===== config.mk =====
export PLATFORM = sky130hd
export DESIGN_NAME = lsu_outq
export DESIGN_NICKNAME = d
export VERILOG_FILES = /design/src/design/lsu_pkg.sv /design/src/design/lsu_outq.sv
export SDC_FILE = /design/constraint.sdc
export NUM_CORES = 1
export LEC_CHECK = 0
export ABC_AREA = 1
export ABC_CLOCK_PERIOD_IN_PS = 8400
export BUFFER_PORTS_ARGS = -buffer_cell sky130_fd_sc_hd__buf_2
export CORE_AREA = 2 2 99 121
export CTS_CLUSTER_SIZE = 28
export DETAILED_ROUTE_END_ITERATION = 10
export DIE_AREA = 0 0 101 123
export PLACE_DENSITY = 0.9
export SYNTH_ARGS = -nofsm -noshare
export SYNTH_HDL_FRONTEND = slang
export SYNTH_SLANG_ARGS = --single-unit

===== constraint.sdc =====
create_clock -name clk -period 8.4 [get_ports clk]
set_clock_uncertainty 0.1 [all_clocks]
set_input_delay 0.84 -clock clk [delete_from_list [all_inputs] [get_ports clk]]
set_output_delay 0.84 -clock clk [all_outputs]
set_load 0.02 [all_outputs]

===== src/design/lsu_pkg.sv =====
// Shared types, operand codes and register-file helpers for the load/store unit.
// No dependencies; every other design file imports this package.
`default_nettype none
package lsu_pkg;

  // Byte memory geometry: two banks of even and odd bytes.
  localparam int MEM_ADDR_BITS = 16;
  localparam int BANK_AW       = MEM_ADDR_BITS - 1;
  localparam int BANK_DEPTH    = 2 ** BANK_AW;

  localparam logic [15:0] HIGH_PAGE = 16'hff00;

  localparam logic CMD_LD  = 1'b0;
  localparam logic CMD_LDH = 1'b1;

  localparam logic [4:0] OPD_A     = 5'd0;
  localparam logic [4:0] OPD_B     = 5'd1;
  localparam logic [4:0] OPD_C     = 5'd2;
  localparam logic [4:0] OPD_D     = 5'd3;
  localparam logic [4:0] OPD_E     = 5'd4;
  localparam logic [4:0] OPD_H     = 5'd5;
  localparam logic [4:0] OPD_L     = 5'd6;
  localparam logic [4:0] OPD_IBC   = 5'd7;
  localparam logic [4:0] OPD_IDE   = 5'd8;
  localparam logic [4:0] OPD_IHL   = 5'd9;
  localparam logic [4:0] OPD_IHLI  = 5'd10;
  localparam logic [4:0] OPD_IHLD  = 5'd11;
  localparam logic [4:0] OPD_IMM8  = 5'd12;
  localparam logic [4:0] OPD_IA16  = 5'd13;
  localparam logic [4:0] OPD_BC    = 5'd14;
  localparam logic [4:0] OPD_DE    = 5'd15;
  localparam logic [4:0] OPD_HL    = 5'd16;
  localparam logic [4:0] OPD_SP    = 5'd17;
  localparam logic [4:0] OPD_IMM16 = 5'd18;
  localparam logic [4:0] OPD_HC    = 5'd19;
  localparam logic [4:0] OPD_HIMM  = 5'd20;

  typedef struct packed {
    logic [7:0]  a;
    logic [7:0]  b;
    logic [7:0]  c;
    logic [7:0]  d;
    logic [7:0]  e;
    logic [7:0]  h;
    logic [7:0]  l;
    logic [15:0] sp;
    logic [3:0]  flags;
  } regs_t;

  typedef struct packed {
    regs_t      regs;
    logic [1:0] adv;
    logic       illegal;
  } result_t;

  typedef struct packed {
    regs_t      regs_nxt;
    logic       ok;
    logic [1:0] adv;
    logic       load;
    logic [2:0] load_dst;
  } exec_t;

  // One read, or a write of one or two consecutive bytes.
  typedef struct packed {
    logic        rd_en;
    logic [15:0] rd_addr;
    logic        wr_en;
    logic        wr2_en;
    logic [15:0] wr_addr;
    logic [7:0]  wr_data;
    logic [7:0]  wr2_data;
  } mem_req_t;

  function automatic logic [7:0] r8_get(input regs_t r, input logic [2:0] idx);
    logic [7:0] v;
    unique case (idx)
      OPD_B[2:0]: v = r.b;
      OPD_C[2:0]: v = r.c;
      OPD_D[2:0]: v = r.d;
      OPD_E[2:0]: v = r.e;
      OPD_H[2:0]: v = r.h;
      OPD_L[2:0]: v = r.l;
      default:    v = r.a;
    endcase
    return v;
  endfunction

  function automatic regs_t r8_set(input regs_t r, input logic [2:0] idx,
                                   input logic [7:0] v);
    regs_t o;
    o = r;
    unique case (idx)
      OPD_B[2:0]: o.b = v;
      OPD_C[2:0]: o.c = v;
      OPD_D[2:0]: o.d = v;
      OPD_E[2:0]: o.e = v;
      OPD_H[2:0]: o.h = v;
      OPD_L[2:0]: o.l = v;
      default:    o.a = v;
    endcase
    return o;
  endfunction

endpackage
`default_nettype wire


===== src/design/lsu_outq.sv =====
// Two-entry result buffer: a head register shown on the output and a skid entry behind it.
// Depends on lsu_pkg.
`default_nettype none
module lsu_outq
  import lsu_pkg::*;
(
  input  wire logic    clk,
  input  wire logic    rst_n,
  input  wire logic    push,
  input  wire result_t push_data,
  input  wire logic    pop_ready,
  output logic         head_valid,
  output result_t      head_data,
  output logic         room
);

  logic    head_v_r, head_v_nxt, skid_v_r, skid_v_nxt, pop;
  result_t head_r, head_nxt, skid_r, skid_nxt;

  assign pop  = head_v_r && pop_ready;
  assign room = !(head_v_r && skid_v_r) || pop;

  always_comb begin
    head_v_nxt = head_v_r;
    skid_v_nxt = skid_v_r;
    head_nxt   = head_r;
    skid_nxt   = skid_r;
    if (pop) begin
      head_v_nxt = skid_v_r;
      head_nxt   = skid_r;
      skid_v_nxt = 1'b0;
    end
    if (push) begin
      if (!head_v_nxt) begin
        head_v_nxt = 1'b1;
        head_nxt   = push_data;
      end else begin
        skid_v_nxt = 1'b1;
        skid_nxt   = push_data;
      end
    end
  end

  always_ff @(posedge clk) begin
    if (!rst_n) begin
      head_v_r <= 1'b0;
      skid_v_r <= 1'b0;
    end else begin
      head_v_r <= head_v_nxt;
      skid_v_r <= skid_v_nxt;
    end
    head_r <= head_nxt;
    skid_r <= skid_nxt;
  end

  assign head_valid = head_v_r;
  assign head_data  = head_r;

endmodule
`default_nettype wire


# == Word level (Yosys, flattened, before mapping) ==
# Index checks and enable logic that the tools add are counted.
# Widths: inputs -> output; s select.
# classes
n_mux,8
n_reduce_logical,5
# op_table
operator,count
$mux 79,3
$mux 1,5
$logic_and 1x1->1,2
$reduce_and 2->1,1
$logic_not 1->1,1
$logic_or 1x1->1,1
# totals
register_bits,160
in_bits,83
output_inout_bits,81

# == Longest topological paths before layout ==
# Gate-level depths: netlist (run 1).
# logic_depth
depth_word,4
depth_mapped,8

# == Worst setup path before layout (run 1) ==
# Ideal clock, no wire load.
# synth_path
path_kind,in2reg
from,input port push
to,"register skid_r[0] in the netlist's numbering, enable pin"
setup_time_ns,0.433
t_arrival_ns,2.969
path_slack_ns,4.898
stages,4
path_buffers,2
cell_sequence,buf_2 -> buf_1 -> nand3_1 -> inv_1
# synth_via
elab_chain_len,1
# synth_lines
item,line_no,text
"start, declared",lsu_outq.sv:9,"input wire logic push,"
$reduce_and 2->1 (no source line),n/a,
"end signal, assigned",lsu_outq.sv:53,skid_r <= skid_nxt;
"end, declared",lsu_outq.sv:18,"result_t head_r, head_nxt, skid_r, skid_nxt;"
# No other way between the ends.
# A chain may end at the register's enable or synchronous reset.

==> results.json, run 1 <==
{
  "first_pass_iters": 5,
  "h-tree-depth": 4,
  "maxCapViolations": 0,
  "grtUsageTotal_pct": 23.5,
  "synth-simple-area-share_pct": 32.2,
  "critPathArrivalTime_ps": 3730,
  "stdcell_area_mm2": 0.00769,
  "overflow": 0,
  "critPathKind": "in -> reg",
  "worst_pin_slew_ps": 918,
  "grt_pass1_wl_mm": 22.8,
  "hold_violations": 0,
  "drc": 0,
  "rows": 43,
  "synth_top_family_by_area": "simple AND/OR/NAND/NOR gates",
  "design.core.area_mm2": 0.0113,
  "worstPathMaxFanout": 81,
  "ys_seq_area_share_pct": 63.5,
  "period_needed_ps": 3540,
  "synth_fa_ha_area_share_pct": 0,
  "cts-root-buf": "clkbuf_16",
  "synth_common_cells": "nand2_1, nand3_1, dfxtp_1",
  "yosysUniqueCellTypes": 13,
  "max_freq_mhz": 283,
  "cts_resized": 0,
  "syn-num-nets": 783,
  "detail_route.wl_per_cell_um": 14.9,
  "cts_hold_buf": 0,
  "crit_required_ps": 8590,
  "crit_start": "pop_ready",
  "synth-seq-cells": 160,
  "drive_gt1_share_pct": 24.0,
  "leakage_nw": 3.78,
  "vias_per_cell": 5.31,
  "hold_start": "skid_v_r",
  "tns_ps": 0,
  "routabilityCongestion": 0.796,
  "hold_class": "reg -> reg",
  "rsz0062_at_grt": "no",
  "muxShareOfSynthArea_pct": 0,
  "grt_pass1_vias": 4705,
  "timing.rr.start": "head_valid",
  "slew_headroom_pct": 38.8,
  "status": "finished, final reports clean",
  "dieArea_mm2": 0.0124,
  "drv_slew": 0,
  "synth_top_area_cell": "edfxtp_1",
  "drt_iter0_drc": 450,
  "synth_area_mm2": 0.00629,
  "synth_compound_gate_area_share_pct": 0.0796,
  "report.power.total_mw": 1.98,
  "cts_tree": "yes",
  "crit_path_end_kind": "flip-flop",
  "clk_latency_ps": 410,
  "synth-edff-count": 79,
  "vias": 5232,
  "power.density_mw_per_mm2": 257,
  "crit_path_start_kind": "primary input",
  "wl_mm": 14.7,
  "postCtsSetupRepairBufs": 0,
  "pin_count": 164,
  "yosys_warnings": 0,
  "syn_to_final_growth_pct": 22.2,
  "synthFlopType": "dfxtp_1",
  "grt_max_degree": 84,
  "initial_utilization_pct": 55.7,
  "antenna_found_initial": 0,
  "clkTransAtPathRegs_ps": 60,
  "fillers": 875,
  "finalNetCount": 920,
  "synth_area_per_cell_um2": 8.99,
  "antenna_left": 0,
  "cts_max_path_buffers": 2,
  "io_buffers": 163,
  "cts.sinks": 160,
  "dp_hpwl_mm": 8.32,
  "antenna_cells": 0,
  "cts-buffers-inserted": 17,
  "synth_top_cell_area_share_pct": 37.7,
  "yosysMostFrequentCell": "nand2_1",
  "fin_crit_sh_pct": 42.1,
  "synthArstFlopShare_pct": 0,
  "die_w_um": 101,
  "syn_inst": 700,
  "ir_worst_vdd_v": 0.000143,
  "dpl_cell_area_mm2": 0.00708,
  "die_h_um": 123,
  "synthTopCellsByArea": "edfxtp_1, dfxtp_1, nand2_1",
  "synth_xor_area_share_pct": 0,
  "setup_viol": 0
}
## final timing paths
check / end / slack, ps / cells after the start
worst max-delay path: head_data[40] / 4860 / 8
worst min-delay path: skid_v_r / 400 / 2
worst max register to register: skid_r[10] / 5490 / 4
worst min register to register: skid_v_r / 400 / 2
## sequential cells by signal, summed over array words and instances, names as in the netlist
name        flops
head_data      79
skid_r         79
head_valid      1
skid_v_r        1
## kinds of logic after synthesis
| group | after synthesis |
|---|---|
| and+or+nand+nor | 483 |
| DFF | 160 |
| buffers and inverters | 56 |
| AOI/OAI and AO/OA | 1 |
## per-stage QoR
| step | setup slack, ps | hold slack, ps | util (%) | instances |
|---|---|---|---|---|
| floorplan | 4900 | 353 | - | 700 |
| global placement | 4490 | 364 | 62.6 | 953 |
| detailed placement | 4470 | 389 | 62.6 | 953 |
| CTS | 4870 | 398 | 68.1 | 985 |
| global route | 4600 | 419 | 68.1 | 985 |
| finish | 4860 | 402 | 68.1 | 985 |
## layout make-up
| class | count | area [um^2] | share of cell area [%] |
|---|---|---|---|
| clock buffers | 22 | 475 | 6.18 |
| clock inverters | 10 | 135 | 1.76 |
| inverters | 5 | 20.0 | 0.260 |
| multi-input cells | 484 | 2030 | 26.4 |
| flip-flops and latches | 160 | 4000 | 52.0 |
| well taps | 135 | 169 | 2.20 |
| repair buffers | 169 | 861 | 11.2 |
## cells in the final DEF, fill, tap and decap left out
cell type,count
clkbuf_1,3
clkinv_2,4
clkbuf_8,1
clkinvlp_4,4
inv_1,4
a21oi_1,1
nand2_1,319
nand3_1,160
bufinv_16,3
edfxtp_1,79
nand2_4,1
dfxtp_2,1
buf_2,163
clkbuf_16,18
nand2_2,3
buf_4,6
dfxtp_1,80
## layer usage
metal | routed length, um | vias to the layer above | track usage (%)
met5 | 0 | - | 0
met4 | 105 | 0 | 7.52
met3 | 1100 | 11 | 5.14
met2 | 7340 | 242 | 38.1
met1 | 6120 | 2396 | 31.8
li1 | - | 2583 | -
## where the power goes
group	total, mW	switching [mW]	internal [mW]
registers	0.910	0.0297	0.880
clock network	0.783	0.291	0.492
logic	0.283	0.190	0.0935
## worst max-delay path: stages
cell and delay, ps:
buf_2 80, buf_4 660, nand2_2 160, nand2_4 670, nand2_2 540, buf_4 490, nand2_1 140, nand2_1 60
(Power assumes the default switching activity.)
==> inputs of run 2 (changes only) <==
ABC_CLOCK_PERIOD_IN_PS = 3090   (was 8400)
CORE_AREA = 2 2 109 132   (was 2 2 99 121)
DIE_AREA = 0 0 111 134   (was 0 0 101 123)
PLACE_DENSITY = 0.8   (was 0.9)
clock period = 3.09 ns   (was 8.4 ns; I/O delays follow)
==> results.json, run 2 (same netlist as run 1, synthesis figures left out) <==
{
  "cts.sinks": 160,
  "cts_tree": "yes",
  "hold_class": "in -> reg",
  "dp_cells": 991,
  "grt_pass1_vias": 5426,
  "cts-buffers-inserted": 17,
  "tns_ps": 0,
  "maxCapViolations": 0,
  "status": "finished, final reports clean",
  "slew_headroom_pct": 37.4,
  "antenna_cells": 0,
  "rrSetupSlack_ps": 1070,
  "final_cell_mix": "nand2_1, buf_2, nand3_1",
  "power.density_mw_per_mm2": 624,
  "cts-root-buf": "clkbuf_16",
  "dr_wl_met2_mm": 8.27,
  "overflow": 0,
  "report.power.total_mw": 5.32,
  "routabilityCongestion": 0.763,
  "crit_path_start_kind": "flip-flop",
  "die_w_um": 111,
  "h-tree-depth": 4,
  "clk_latency_ps": 410,
  "drive_gt1_share_pct": 22.0,
  "first_pass_iters": 7,
  "dpl_cell_area_mm2": 0.00717,
  "detail_route.wl_per_cell_um": 15.1,
  "worstPathMaxFanout": 67,
  "place_ws_ps": 810,
  "grt_pass1_wl_mm": 26.6,
  "layout.cells.non_filler": 1103,
  "wl_mm": 16.7,
  "max_freq_mhz": 438,
  "dr_wl_met3_mm": 1.16,
  "slowest_stage": "buf_4",
  "finalWorstSetupSlack_ps": 805,
  "grtUsageTotal_pct": 22.4,
  "cts_max_path_buffers": 2,
  "dieArea_mm2": 0.0149,
  "hold_violations": 0,
  "rsz0062_at_grt": "no",
  "drv_slew": 0,
  "rows": 47,
  "fin_crit_sh_pct": 73.9,
  "leakage_nw": 4.10,
  "drt_iter0_drc": 543,
  "dp_hpwl_mm": 8.72,
  "critPathMaxStageDelay_ps": 630,
  "setup_viol": 0,
  "initial_utilization_pct": 46.3,
  "postCtsSetupRepairBufs": 0,
  "antenna_left": 0,
  "post-route-util_pct": 62.8,
  "crit_path_end_kind": "primary output",
  "hold_ws_ps": 143,
  "worstPathCellList": "buf_4 > nand3_1 > buf_2",
  "design.core.area_mm2": 0.0136,
  "stdcell_area_mm2": 0.00852,
  "critPathKind": "reg -> out",
  "io_buffers": 163,
  "clkTransAtPathRegs_ps": 60,
  "die_h_um": 134,
  "syn_to_final_growth_pct": 35.5,
  "antenna_found_initial": 0,
  "ir_worst_vdd_v": 0.000474,
  "grt_max_degree": 81,
  "period_needed_ps": 2280,
  "pin_count": 164,
  "critPathTopFamily": "buffers and inverters",
  "maxUsedRoutingLayer": "met4",
  "critPathArrivalTime_ps": 1880,
  "crit_required_ps": 2680,
  "worst_pin_slew_ps": 938,
  "drc": 0,
  "crit_buf_inv": 2,
  "wl_met1_mm": 6.87,
  "vias": 5586,
  "vias_per_cell": 5.06,
  "finalNetCount": 1002,
  "final_common_cell": "nand2_1"
}
==> run 2: where the power goes <==
part           internal, mW  leakage, nW  switching, mW
combinational         0.325         2.44          0.536
sequential             2.39         1.40         0.0817
clock                  1.18        0.259          0.804
total                  3.90         4.10           1.42
==> run 2: what timing repair did <==
action,4_1_cts,5_1_grt
endpoints found under the hold margin,79,1
resized for setup,0,0
hold buffers,79,1
==> run 2: layer usage <==
layer	global-route usage [%]	vias to the layer above
met5	0	-
met4	9.03	0
met3	6.06	32
met2	37.0	239
met1	28.1	2562
li1	-	2753
==> run 2: worst reg2reg max path: stages, from the launching register on <==
cell and delay (ps):
dfxtp_4 420, nand2_2 350, buf_4 680, nand2_1 160
nand2_1 110, nand2_1 60, nand2_1 80
==> run 2: cell type report <==
type	instances	area, um^2
fillers	1087	5060
multi-input cells	484	2030
inverters	5	20.0
well taps	171	214
clock buffers	21	440
repair buffers	251	1700
clock inverters	11	118
flip-flops and latches	160	4000
==> run 2: path summary, 6_finish.rpt <==
path                                 start             to  depth (start not counted)
worst max-delay path            head_valid           room                          3
worst min register to register    skid_v_r       skid_v_r                          2
worst min-delay path                  push       skid_v_r                          3
worst max register to register  head_valid  head_data[34]                          6
==> inputs of run 3 (changes only) <==
ABC_AREA = 0   (was 1)
ABC_CLOCK_PERIOD_IN_PS = 1850   (was 3090)
CORE_AREA = 2 2 107 130   (was 2 2 109 132)
DIE_AREA = 0 0 109 132   (was 0 0 111 134)
clock period = 1.85 ns   (was 3.09 ns; I/O delays follow)
==> results.json, run 3 <==
{
  "status": "finished, final reports clean",
  "setup_viol": 0,
  "dp_hpwl_mm": 7.78,
  "drc": 0,
  "dp_cells": 667,
  "power.density_mw_per_mm2": 1120,
  "syn-num-nets": 429,
  "synth-seq-cells": 160,
  "clk_latency_ps": 400,
  "crit_path_end_kind": "flip-flop",
  "synthFlopType": "dfxtp_1",
  "p_int_mw": 7.36,
  "pwr-share-clk_pct": 40.7,
  "cts.sinks": 160,
  "final_common_cell": "buf_2",
  "io_buffers": 163,
  "antenna_found_initial": 0,
  "p_sw_share_pct": 23.4,
  "synthTopCellsByArea": "edfxtp_1, mux2_2, dfxtp_1",
  "crit_required_ps": 2040,
  "p_comb_share_pct": 16.0,
  "synth_area_mm2": 0.00604,
  "vias": 3745,
  "yosysMostFrequentCell": "mux2_2",
  "antenna_left": 0,
  "leakage_nw": 3.50,
  "routabilityCongestion": 0.756,
  "vias_per_cell": 4.80,
  "drv_slew": 0,
  "critPathTopFamily": "flip-flops",
  "cts_tree": "yes",
  "grt_pass1_vias": 4149,
  "ir_worst_vdd_v": 0.000873,
  "cts_resized": 0,
  "detail_route.wl_per_cell_um": 16.0,
  "synth_top_area_cell": "edfxtp_1",
  "period_needed_ps": 1640,
  "grt_pass1_wl_mm": 19.4,
  "cts-buffers-inserted": 17,
  "report.power.total_mw": 9.61,
  "tns_ps": 0,
  "worst_pin_slew_ps": 270,
  "seqPwrFrac_pct": 43.3,
  "final_cell_mix": "buf_2, mux2_2, dlygate4sd3_1",
  "yosysUniqueCellTypes": 18,
  "critPathMaxStageDelay_ps": 370,
  "dieArea_mm2": 0.0144,
  "synth_top_cell_area_share_pct": 39.3,
  "drt_iter0_drc": 91,
  "synth_area_per_cell_um2": 17.5,
  "crit_buf_inv": 1,
  "slew_headroom_pct": 82.0,
  "finalNetCount": 683,
  "maxCapViolations": 0,
  "design.core.area_mm2": 0.0131,
  "pin_count": 164,
  "worstPathCellList": "nand2b_4 > a21bo_4 > buf_12 > mux2_2",
  "clkTransAtPathRegs_ps": 60,
  "fin_crit_sh_pct": 88.4,
  "syn_inst": 346,
  "worstPathMaxFanout": 34,
  "initial_utilization_pct": 46.2,
  "wl_mm": 12.5,
  "hold_violations": 0,
  "ys_seq_area_share_pct": 66.1,
  "first_pass_iters": 6,
  "antenna_cells": 0,
  "die_h_um": 132,
  "grt_max_degree": 48,
  "yosys_warnings": 0,
  "finalWorstSetupSlack_ps": 214,
  "rsz0062_at_grt": "no",
  "synth-edff-count": 79,
  "synthArstFlopShare_pct": 0,
  "drive_gt1_share_pct": 59.1,
  "cts-root-buf": "clkbuf_16",
  "slowest_stage": "dfxtp_1",
  "overflow": 0,
  "hold_class": "in -> reg",
  "rows": 46,
  "h-tree-depth": 4,
  "place_ws_ps": 217,
  "die_w_um": 109,
  "synth_common_cells": "mux2_2, dfxtp_1, edfxtp_1",
  "crit_path_start_kind": "flip-flop",
  "grtUsageTotal_pct": 17.5,
  "critPathKind": "reg -> reg",
  "hold_ws_ps": 312,
  "max_freq_mhz": 611,
  "cts_max_path_buffers": 2,
  "rrSetupSlack_ps": 210,
  "layout.cells.non_filler": 781,
  "syn_to_final_growth_pct": 41.6,
  "critPathArrivalTime_ps": 1830,
  "p_sw_mw": 2.24
}
-- run 3: cell count changes after synthesis, moves of 2 or more --
cell      before  now
buf_6          1    9
mux2_2         0  148
nand3_1      160    0
buf_4          3    1
nand2_1      319    2
clkbuf_1      19    0
mux2_4         0   10
buf_2         27    6
nand2_2        3    1
inv_1          5    0
-- run 3: final cells by class --
cell class              instances  area, um^2
multi-input cells             169        1910
clock buffers                  21         472
clock inverters                11         201
repair buffers                252        1760
well taps                     168         210
fillers                       891        4520
flip-flops and latches        160        3990
-- run 3: per-stage QoR --
| stage | instance area, um^2 | util, % |
|---|---|---|
| 6_report | 8550 | 65.4 |
| 5_1_grt | 8550 | 65.4 |
| 3_5_place_dp | 7060 | 54.0 |
| 3_3_place_gp | 7060 | 54.0 |
| 2_1_floorplan | 6040 | - |
| 4_1_cts | 8550 | 65.4 |
-- run 3: worst paths after layout --
check            start       endpoint  cells after the start
max           skid_v_r  head_data[43]                      4
min          pop_ready       skid_v_r                      4
max reg2reg   skid_v_r  head_data[43]                      4
min reg2reg   skid_v_r       skid_v_r                      2
-- run 3: power groups by stage --
stage                     Sequential [mW]  Combinational [mW]  Clock [mW]
after global placement               4.21                1.36           0
final                                4.16                1.54        3.91
after detailed placement             4.23                1.40           0
after CTS                            4.16                1.54        3.99
after global routing                 4.19                1.64        4.12
after floorplan                      4.53               0.611           0
-- run 3: tightest hold or removal path, stage by stage --
cell      delay [ps]
buf_2            150
and2b_1          210
o21ai_0          130
a21boi_0          80
-- run 3: timing repair --
item / 4_1_cts / 5_1_grt
buffers inserted: 0 / 0
endpoints found under the hold margin: 160 / 0
hold buffers: 82 / 0
-- run 3: kinds of logic (layout without fill, tap and decap cells) --
kind of cell | Yosys count | after routing | share of synthesized area (%)
compound gates | 4 | 4 | 0.456
buf+inv | 17 | 284 | 2.53
flops | 160 | 160 | 66.1
mux | 158 | 158 | 30.1
simple gates | 7 | 7 | 0.788
-- run 3: metal layers --
| metal | up-vias | global-route usage (%) | wire length (um) |
|---|---|---|---|
| met5 | - | 0 | 0 |
| met2 | 122 | 33.0 | 6900 |
| met4 | 0 | 6.77 | 207 |
| li1 | 1801 | - | - |
| met1 | 1805 | 17.6 | 4700 |
| met3 | 17 | 5.34 | 701 |
